==> src/hw/rtl/cpba_pkg.sv <==
package cpba_pkg;

  localparam int unsigned CardCount  = 4;
  localparam int unsigned CardBytes  = 32768;
  localparam int unsigned BlockBytes = 32;

  localparam logic [7:0]  CrcPoly    = 8'h85;
  localparam logic [15:0] BlockMask  = 16'hffe0;
  localparam logic [15:0] TopBlock   = 16'h7fe0;
  localparam logic [4:0]  LastBeat   = 5'd31;

  typedef enum logic {
    ACT_READ  = 1'b0,
    ACT_WRITE = 1'b1
  } cpba_action_e;

  typedef struct packed {
    cpba_action_e action;
    logic [1:0]   channel;
    logic [15:0]  block_address;
    logic [4:0]   beat_index;
    logic [7:0]   write_data;
  } cpba_in_t;

  typedef struct packed {
    logic [7:0] read_data;
    logic [7:0] block_crc;
    logic       last_beat;
    logic       in_range;
  } cpba_out_t;

  typedef struct packed {
    logic load;
    logic first;
    logic fold;
    logic clear;
  } cpba_crc_cmd_t;

  function automatic logic [7:0] crc_bit_step(logic [7:0] crc, logic din);
    logic [7:0] tap;
    tap = crc[7] ? CrcPoly : 8'h00;
    return {crc[6:0], din} ^ tap;
  endfunction

endpackage

==> src/hw/rtl/cpba_crc.sv <==
module cpba_crc (
  input  logic                   clk_i,
  input  logic                   rst_ni,
  input  cpba_pkg::cpba_crc_cmd_t cmd_i,
  input  logic [7:0]             byte_i,
  output logic [7:0]             crc_o
);

  import cpba_pkg::*;

  logic [7:0] sr_q, sr_d;
  logic [7:0] crc_q, crc_d;

  always_comb begin
    sr_d  = sr_q;
    crc_d = crc_q;
    if (cmd_i.load) begin
      sr_d = byte_i;
      if (cmd_i.first) begin
        crc_d = 8'h00;
      end
    end else if (cmd_i.fold) begin
      sr_d  = {sr_q[6:0], 1'b0};
      crc_d = crc_bit_step(crc_q, sr_q[7]);
    end else if (cmd_i.clear) begin
      crc_d = 8'h00;
    end
  end

  always_ff @(posedge clk_i or negedge rst_ni) begin
    if (!rst_ni) begin
      crc_q <= 8'h00;
    end else begin
      crc_q <= crc_d;
    end
  end

  always_ff @(posedge clk_i) begin
    sr_q <= sr_d;
  end

  assign crc_o = crc_q;

endmodule

==> config.mk <==
export PLATFORM = sky130hd
export DESIGN_NAME = cpba_crc
export DESIGN_NICKNAME = d
export VERILOG_FILES = /design/src/hw/rtl/cpba_pkg.sv /design/src/hw/rtl/cpba_crc.sv
export SDC_FILE = /design/constraint.sdc
export NUM_CORES = 1
export LEC_CHECK = 0
export BUFFER_PORTS_ARGS = -buffer_cell sky130_fd_sc_hd__buf_2
export CORE_ASPECT_RATIO = 0.9
export CORE_UTILIZATION = 44
export CTS_CLUSTER_SIZE = 28
export DETAILED_ROUTE_END_ITERATION = 8
export PLACE_DENSITY = 0.81
export SLEW_MARGIN = 25
export SYNTH_ARGS = -nofsm -noshare
export SYNTH_HDL_FRONTEND = slang
export SYNTH_SLANG_ARGS = --single-unit
==> constraint.sdc <==
create_clock -name clk_i -period 0.8 [get_ports clk_i]
set_input_delay 0.16 -clock clk_i [delete_from_list [all_inputs] [get_ports clk_i]]
set_output_delay 0.16 -clock clk_i [all_outputs]
set_load 0.05 [all_outputs]
==> report_table.html, run 1 <==
<table>
<tr><th>Metric</th><th>Value</th></tr>
<tr><th colspan="2">Worst setup path</th></tr>
<tr><td>Critical path required time</td><td>0.64 ns</td></tr>
<tr><td>Reg-to-reg slack, setup</td><td>-0.25 ns</td></tr>
<tr><td>Crit path from</td><td>crc_o[3]</td></tr>
<tr><td>Worst r2r dst</td><td>crc_o[4]</td></tr>
<tr><td>Type of element capturing the critical path</td><td>output port</td></tr>
<tr><td>CP Launch Type</td><td>register</td></tr>
<tr><td>Startpoint of the worst register-to-register path</td><td>crc_o[4]</td></tr>
<tr><td>Termination of the worst setup path</td><td>crc_o[3]</td></tr>
<tr><td>Number of cell instances on the worst register-to-register path</td><td>3</td></tr>
<tr><td>Worst Path Max Fanout</td><td>3</td></tr>
<tr><td>Class of the most critical setup path</td><td>register to output port</td></tr>
<tr><td>Arr. time, crit path</td><td>0.97 ns</td></tr>
<tr><th colspan="2">Detailed routing</th></tr>
<tr><td>WL/cell</td><td>14.2 µm</td></tr>
<tr><td>Routed WL</td><td>1.69 mm</td></tr>
<tr><td>Initial DRT Pass Iterations</td><td>4</td></tr>
<tr><td>Vias post-DR</td><td>628</td></tr>
<tr><td>Via density</td><td>5.28</td></tr>
<tr><td>Antenna Nets Post-Route</td><td>0</td></tr>
<tr><td>Number of violations reported at the end of detailed-routing iteration 0</td><td>15</td></tr>
<tr><td>Post-route DRC</td><td>0</td></tr>
<tr><th colspan="2">GRT</th></tr>
<tr><td>Met1 demand-to-capacity share in global routing</td><td>24.4%</td></tr>
<tr><td>Initial antenna violation count</td><td>0</td></tr>
<tr><td>Wire length of the first global-routing pass</td><td>2.61 mm</td></tr>
<tr><td>GRT Overall Usage</td><td>19.1%</td></tr>
<tr><td>Number of global-route vias before repair</td><td>613</td></tr>
<tr><td>Met2 global-route usage</td><td>30.0%</td></tr>
<tr><td>Met3 layer usage reported by global route</td><td>5.17%</td></tr>
<tr><td>Pin count of the biggest net entering global routing</td><td>12</td></tr>
<tr><td>Most used routing layer in global routing</td><td>met2</td></tr>
<tr><td>Grt total ovfl</td><td>0</td></tr>
<tr><th colspan="2">Floorplan</th></tr>
<tr><td>Core box area</td><td>1680 µm²</td></tr>
<tr><td>Full die area</td><td>1970 µm²</td></tr>
<tr><td>Count of pins on the block boundary</td><td>22</td></tr>
<tr><td>Horizontal die dimension</td><td>46.6 µm</td></tr>
<tr><td>Number of rows created at floorplan</td><td>14</td></tr>
<tr><td>Initial cell density of the core</td><td>46.9%</td></tr>
<tr><td>Height of the die</td><td>42.2 µm</td></tr>
<tr><th colspan="2">Hold path</th></tr>
<tr><td>Class of the tightest hold or removal check</td><td>input port to register</td></tr>
<tr><th colspan="2">Clocking</th></tr>
<tr><td>Number of CTS-inserted buffers</td><td>3</td></tr>
<tr><td>Sinks on Clock Net</td><td>16</td></tr>
<tr><td>Number of buffers on the longest clock path</td><td>2</td></tr>
<tr><td>Clock transition at the registers of the reported paths</td><td>0.09 ns</td></tr>
<tr><td>CTS H-tree lvls</td><td>1</td></tr>
<tr><td>Worst-skew pair later-pin latency</td><td>0.29 ns</td></tr>
<tr><td>CTS tree</td><td>built</td></tr>
<tr><td>Library cell used as clock root buffer</td><td>sky130_fd_sc_hd__clkbuf_4</td></tr>
<tr><th colspan="2">Synthesis</th></tr>
<tr><td>Post-Synthesis Cell Area</td><td>788 µm²</td></tr>
<tr><td>Post-Synthesis Cells</td><td>56</td></tr>
<tr><td>Syn nets</td><td>70</td></tr>
<tr><td>Yosys reg bits</td><td>16</td></tr>
<tr><td>Post-synth cell types</td><td>15</td></tr>
<tr><td>Proportion of synthesized chip area in sequential cells</td><td>55.9%</td></tr>
<tr><td>Count of synthesis-stage warnings from yosys</td><td>0</td></tr>
<tr><td>Synthesized area per cell</td><td>14.1 µm²</td></tr>
<tr><th colspan="2">Final layout</th></tr>
<tr><td>Fraction of final layout cells with drive strength greater than 1</td><td>60.0%</td></tr>
<tr><td>Filler Cells Inserted</td><td>130</td></tr>
<tr><td>Combined area of the multi-input logic cells</td><td>352 µm²</td></tr>
<tr><td>Sequential standard cell area</td><td>450 µm²</td></tr>
<tr><td>Layout Nets</td><td>110</td></tr>
<tr><td>Core occupancy in the finished layout</td><td>69.1%</td></tr>
<tr><td>Number of antenna cells inserted</td><td>0</td></tr>
<tr><td>Area Growth Syn to Fin</td><td>47.5%</td></tr>
<tr><th colspan="2">Pwr</th></tr>
<tr><td>Max VDD drop</td><td>1.09 mV</td></tr>
<tr><td>Static leakage</td><td>0.000536 µW</td></tr>
<tr><td>Cell area power density</td><td>1450 nW/µm²</td></tr>
<tr><th colspan="2">STA</th></tr>
<tr><td>Max Slew Vio Count</td><td>0</td></tr>
<tr><td>Slew at the pin with the worst max-slew slack</td><td>0.460 ns</td></tr>
<tr><td>RSZ-0062 raised after global routing</td><td>yes</td></tr>
<tr><td>Count of endpoints failing setup in the final report</td><td>23</td></tr>
<tr><td>Final setup skew</td><td>0.00184 ns</td></tr>
<tr><td>Crit path time final</td><td>1.13 ns</td></tr>
<tr><td>Headroom to the max-slew limit</td><td>69.3%</td></tr>
<tr><td>Final hold viol count</td><td>0</td></tr>
<tr><td>Highest Clock Rate</td><td>887 MHz</td></tr>
<tr><td>Share of the clock period used by the worst path after layout</td><td>141%</td></tr>
<tr><td>Final worst setup slack</td><td>-0.328 ns</td></tr>
<tr><th colspan="2">Placed design</th></tr>
<tr><td>Number of buffer cells added on primary ports</td><td>21</td></tr>
<tr><td>GP Congestion</td><td>0.751</td></tr>
<tr><td>Worst setup slack after placement</td><td>-0.252 ns</td></tr>
<tr><th colspan="2">Outcome</th></tr>
<tr><td>Failing checks</td><td>negative setup slack</td></tr>
<tr><td>Result of the run</td><td>complete, but fails checks</td></tr>
<tr><th colspan="2">Job</th></tr>
<tr><td>Maxcap violations</td><td>0</td></tr>
</table>
==> where the power goes <==
group | total [µW] | internal [µW] | switching [µW]
combinational | 289 | 148 | 141
sequential | 956 | 932 | 24.0
clock | 443 | 181 | 262
==> state kept, by name, indices dropped and copies added (netlist names) <==
register and flops:
crc_o 8, sr_q 8
==> area by class of cell <==
cell class,instances,share of cell area [%]
multi-input cells,38,30.2
repair buffers,37,26.2
clock inverters,1,0.323
well taps,24,2.58
flip-flops and latches,16,38.8
clock buffers,3,1.94
==> metal layers <==
metal  vias up  routed length (µm)
li1        300                   -
met1       320                 755
met2         8                 895
met3         0                  37
met4         0                   0
met5         -                   0
==> synth_stat cells <==
cell / instances / area, µm²
sky130_fd_sc_hd__a211o_1: 5 / 43.8
sky130_fd_sc_hd__and2_1: 1 / 6.26
sky130_fd_sc_hd__and3b_1: 5 / 43.8
sky130_fd_sc_hd__buf_4: 1 / 7.51
sky130_fd_sc_hd__buf_6: 1 / 11.3
sky130_fd_sc_hd__dfrtp_1: 8 / 200
sky130_fd_sc_hd__edfxtp_1: 8 / 240
sky130_fd_sc_hd__mux2_2: 7 / 78.8
sky130_fd_sc_hd__nand2b_1: 4 / 25.0
sky130_fd_sc_hd__nand3b_1: 3 / 22.5
sky130_fd_sc_hd__nor2b_1: 1 / 6.26
sky130_fd_sc_hd__nor4b_1: 5 / 43.8
sky130_fd_sc_hd__o221ai_1: 3 / 26.3
sky130_fd_sc_hd__or2_1: 1 / 6.26
sky130_fd_sc_hd__xnor2_1: 3 / 26.3
==> cell families (layout without fill, tap and decap cells) <==
logic type | Yosys count | count (layout) | synth area share (%)
flip-flops | 16 | 16 | 55.9
AND/OR/NAND/NOR | 20 | 20 | 19.5
XOR/XNOR | 3 | 3 | 3.33
buffers and inverters | 2 | 41 | 2.38
multiplexers | 7 | 7 | 10.0
AO/OA/AOI/OAI | 8 | 8 | 8.89
==> worst max-delay path, cell delays in order (launching register included) <==
cell and delay [ns]:
sky130_fd_sc_hd__dfrtp_2 0.42, sky130_fd_sc_hd__buf_6 0.12, sky130_fd_sc_hd__buf_8 0.14
==> how the worst min path moves through the flow <==
| stage | from | endpoint | slack [ns] | cells past startpoint |
|---|---|---|---|---|
| global route | byte_i[0] | sr_q[0] | 0.13 | 2 |
| CTS | byte_i[0] | sr_q[0] | 0.14 | 2 |
| finish | byte_i[0] | sr_q[0] | 0.15 | 2 |
| floorplan | rst_ni | crc_o[0] | -0.14 | 0 |
| global placement | rst_ni | crc_o[3] | 0.02 | 1 |
| detailed placement | rst_ni | crc_o[3] | 0.01 | 1 |
==> layout by cell type, fill, tap and decap left out <==
master / instances
sky130_fd_sc_hd__o221ai_1: 3
sky130_fd_sc_hd__dlygate4sd3_1: 1
sky130_fd_sc_hd__buf_6: 11
sky130_fd_sc_hd__buf_2: 13
sky130_fd_sc_hd__xnor2_2: 3
sky130_fd_sc_hd__buf_8: 2
sky130_fd_sc_hd__mux2_2: 7
sky130_fd_sc_hd__or2_1: 1
sky130_fd_sc_hd__clkbuf_4: 3
sky130_fd_sc_hd__clkinv_1: 1
sky130_fd_sc_hd__nand3b_1: 3
sky130_fd_sc_hd__dfrtp_2: 8
sky130_fd_sc_hd__and2_1: 1
sky130_fd_sc_hd__and3b_1: 5
sky130_fd_sc_hd__nand2b_1: 4
sky130_fd_sc_hd__edfxtp_1: 8
sky130_fd_sc_hd__a211o_1: 5
sky130_fd_sc_hd__nor4b_1: 5
sky130_fd_sc_hd__buf_4: 10
sky130_fd_sc_hd__nor2b_1: 1
==> what timing repair did <==
item / 4_1_cts / 5_1_grt
pin swaps: 3 / 2
endpoints found under the hold margin: 8 / 0
hold buffers: 1 / 0
endpoints found under the setup margin: 23 / 23
setup buffers: 6 / 0
gates resized for setup: 26 / 0
==> stage by stage <==
step / hold slack, ns / cells / power (µW) / setup TNS [ns] / area, µm²
after global routing: 0.132 / 119 / 1760 / -4.43 / 1160
after floorplan: -0.136 / 56 / 1110 / -1.99 / 806
after global placement: 0.0153 / 108 / 1210 / -5.35 / 982
after detailed placement: 0.0141 / 108 / 1220 / -5.75 / 982
final: 0.154 / 119 / 1690 / -3.90 / 1160
after CTS: 0.140 / 119 / 1710 / -4.09 / 1160
Power figures use the tool's default switching activity.
==> inputs of run 2 (changes only) <==
--- a/config.mk
+++ b/config.mk
@@ -10,6 +10,7 @@
 export CORE_UTILIZATION = 44
 export CTS_CLUSTER_SIZE = 28
 export DETAILED_ROUTE_END_ITERATION = 8
+export MAX_ROUTING_LAYER = met4
 export PLACE_DENSITY = 0.81
 export SLEW_MARGIN = 25
 export SYNTH_ARGS = -nofsm -noshare
==> run 2 against run 1 <==
The flow still finishes with violations (negative setup slack). Critical path depth unchanged. Routed wire length increased by 0.18%. Utilization is the same. Die area stayed put. Sequential power about the same. Register-to-register slack hardly changed. Power barely moved. Maximum frequency fell by 0.11%. Clock-buffer cell count stayed put.
==> report_table.html, run 2 (synthesis results as in run 1) <==
<table>
<tr><th>Metric</th><th>Value</th></tr>
<tr><th colspan="2">Worst setup path</th></tr>
<tr><td>Type of element capturing the critical path</td><td>output port</td></tr>
<tr><td>Cell family with most CP delay</td><td>flip-flops</td></tr>
<tr><td>Class of the most critical setup path</td><td>register to output port</td></tr>
<tr><td>CP Launch Type</td><td>register</td></tr>
<tr><td>Slowest stage cell, crit path</td><td>sky130_fd_sc_hd__dfrtp_2</td></tr>
<tr><td>Critical path required time</td><td>0.64 ns</td></tr>
<tr><td>Critical path cell sequence</td><td>buf_6 &gt; buf_8</td></tr>
<tr><td>Combined buffer and inverter count along the critical path</td><td>2</td></tr>
<tr><td>Arr. time, crit path</td><td>0.97 ns</td></tr>
<tr><td>Worst Path Max Fanout</td><td>3</td></tr>
<tr><td>Largest stage delay on the critical path</td><td>0.42 ns</td></tr>
<tr><td>Reg-to-reg slack, setup</td><td>-0.24 ns</td></tr>
<tr><th colspan="2">Final layout</th></tr>
<tr><td>Core occupancy in the finished layout</td><td>69.1%</td></tr>
<tr><td>Commonest non-fill, non-tap cell in the layout</td><td>sky130_fd_sc_hd__buf_2</td></tr>
<tr><td>Number of antenna cells inserted</td><td>0</td></tr>
<tr><td>Area Growth Syn to Fin</td><td>47.5%</td></tr>
<tr><td>Leading cell types in the layout, fill and taps excluded</td><td>sky130_fd_sc_hd__buf_2 (13), sky130_fd_sc_hd__buf_6 (11), sky130_fd_sc_hd__buf_4 (10)</td></tr>
<tr><td>Layout Nets</td><td>110</td></tr>
<tr><td>Non-Filler Instances</td><td>119</td></tr>
<tr><td>Fraction of final layout cells with drive strength greater than 1</td><td>60.0%</td></tr>
<tr><th colspan="2">Floorplan</th></tr>
<tr><td>Height of the die</td><td>42.2 µm</td></tr>
<tr><td>Core box area</td><td>1680 µm²</td></tr>
<tr><td>Full die area</td><td>1970 µm²</td></tr>
<tr><td>Initial cell density of the core</td><td>46.9%</td></tr>
<tr><td>Number of rows created at floorplan</td><td>14</td></tr>
<tr><td>Count of pins on the block boundary</td><td>22</td></tr>
<tr><td>Horizontal die dimension</td><td>46.6 µm</td></tr>
<tr><th colspan="2">GRT</th></tr>
<tr><td>Number of global-route vias before repair</td><td>619</td></tr>
<tr><td>GRT Overall Usage</td><td>19.4%</td></tr>
<tr><td>Wire length of the first global-routing pass</td><td>2.60 mm</td></tr>
<tr><td>Pin count of the biggest net entering global routing</td><td>12</td></tr>
<tr><td>Grt total ovfl</td><td>0</td></tr>
<tr><td>Initial antenna violation count</td><td>0</td></tr>
<tr><th colspan="2">Detailed routing</th></tr>
<tr><td>Post-route DRC</td><td>0</td></tr>
<tr><td>Vias post-DR</td><td>627</td></tr>
<tr><td>Routed WL</td><td>1.69 mm</td></tr>
<tr><td>Number of violations reported at the end of detailed-routing iteration 0</td><td>19</td></tr>
<tr><td>Initial DRT Pass Iterations</td><td>4</td></tr>
<tr><td>Antenna Nets Post-Route</td><td>0</td></tr>
<tr><td>WL/cell</td><td>14.2 µm</td></tr>
<tr><td>Via density</td><td>5.27</td></tr>
<tr><th colspan="2">Clocking</th></tr>
<tr><td>Library cell used as clock root buffer</td><td>sky130_fd_sc_hd__clkbuf_4</td></tr>
<tr><td>Sinks on Clock Net</td><td>16</td></tr>
<tr><td>Number of CTS-inserted buffers</td><td>3</td></tr>
<tr><td>Clock transition at the registers of the reported paths</td><td>0.09 ns</td></tr>
<tr><td>Number of buffers on the longest clock path</td><td>2</td></tr>
<tr><td>CTS H-tree lvls</td><td>1</td></tr>
<tr><td>Worst-skew pair later-pin latency</td><td>0.29 ns</td></tr>
<tr><td>CTS tree</td><td>built</td></tr>
<tr><th colspan="2">Outcome</th></tr>
<tr><td>Result of the run</td><td>complete, but fails checks</td></tr>
<tr><td>Failing checks</td><td>negative setup slack</td></tr>
<tr><th colspan="2">STA</th></tr>
<tr><td>Final hold viol count</td><td>0</td></tr>
<tr><td>Max Slew Vio Count</td><td>0</td></tr>
<tr><td>Final setup TNS</td><td>-3.93 ns</td></tr>
<tr><td>Share of the clock period used by the worst path after layout</td><td>141%</td></tr>
<tr><td>Final setup skew</td><td>0.00158 ns</td></tr>
<tr><td>Crit path time final</td><td>1.13 ns</td></tr>
<tr><td>RSZ-0062 raised after global routing</td><td>yes</td></tr>
<tr><td>Headroom to the max-slew limit</td><td>69.1%</td></tr>
<tr><td>Count of endpoints failing setup in the final report</td><td>23</td></tr>
<tr><td>Highest Clock Rate</td><td>886 MHz</td></tr>
<tr><td>Final worst setup slack</td><td>-0.329 ns</td></tr>
<tr><td>Slew at the pin with the worst max-slew slack</td><td>0.463 ns</td></tr>
<tr><th colspan="2">Pwr</th></tr>
<tr><td>Power, Total</td><td>1690 µW</td></tr>
<tr><td>Max VDD drop</td><td>1.09 mV</td></tr>
<tr><td>Cell area power density</td><td>1450 nW/µm²</td></tr>
<tr><td>Static leakage</td><td>0.000536 µW</td></tr>
<tr><th colspan="2">Job</th></tr>
<tr><td>Maxcap violations</td><td>0</td></tr>
<tr><th colspan="2">Placed design</th></tr>
<tr><td>GP Congestion</td><td>0.760</td></tr>
<tr><td># placed instances</td><td>108</td></tr>
<tr><td>Number of buffer cells added on primary ports</td><td>21</td></tr>
<tr><th colspan="2">Hold path</th></tr>
<tr><td>Class of the tightest hold or removal check</td><td>input port to register</td></tr>
</table>
==> run 2: cell counts in the layout (fill, tap and decap cells not counted) <==
No cell type changed its count.
==> run 2: power breakdown <==
| group | internal, µW | switching, µW | total, µW | leakage, µW |
|---|---|---|---|---|
| logic | 148 | 142 | 289 | 0.000341 |
| registers | 932 | 24.1 | 956 | 0.000180 |
| clock network | 182 | 262 | 443 | 0.0000154 |
==> run 2: worst register-to-register path, cell delays in order, from the launching register on <==
cell,delay (ns)
sky130_fd_sc_hd__dfrtp_2,0.42
sky130_fd_sc_hd__buf_4,0.13
sky130_fd_sc_hd__nor4b_1,0.13
sky130_fd_sc_hd__a211o_1,0.26
==> run 2: routing by layer <==
metal	vias to the layer above	share of wire (%)	wire, µm	track usage, %
li1	299	-	-	-
met1	316	46	770	24.4
met2	9	51	866	30.0
met3	3	2.3	39	3.88
met4	0	0.95	16	8.00
met5	-	0	0	-
==> run 2: layout make-up <==
| cell class | instances | area [µm²] |
|---|---|---|
| fill | 130 | 519 |
| sequential | 16 | 450 |
| multi-input combinational | 38 | 352 |
| timing repair buffer | 37 | 304 |
| tap | 24 | 30.0 |
| clock buffer | 3 | 22.5 |
| clock inverter | 1 | 3.75 |
==> run 2: path summary, 6_finish.rpt <==
path / from / endpoint / depth (start not counted)
min in group asynchronous: rst_ni / crc_o[0] / 2
setup reg to reg: crc_o[4] / crc_o[4] / 3
max in group asynchronous: rst_ni / crc_o[5] / 2
hold / removal: byte_i[0] / sr_q[0] / 2
hold reg to reg: sr_q[1] / sr_q[2] / 1
setup / recovery: crc_o[3] / crc_o[3] / 2
==> run 2: through the flow <==
stage	area, µm²	worst slack [ns]	hold WS [ns]
after global routing	1160	-0.354	0.137
after floorplan	806	-0.258	-0.136
final	1160	-0.329	0.152
after detailed placement	982	-0.252	0.0141
after CTS	1160	-0.343	0.140
after global placement	982	-0.243	0.0153
==> run 2: repair_timing <==
item / CTS / global route
hold buffers: 1 / 0
hold endpoints to repair: 8 / 0
endpoints found under the setup margin: 23 / 23
setup buffers: 6 / 0
gates resized for setup: 26 / 0
pin swaps: 3 / 2
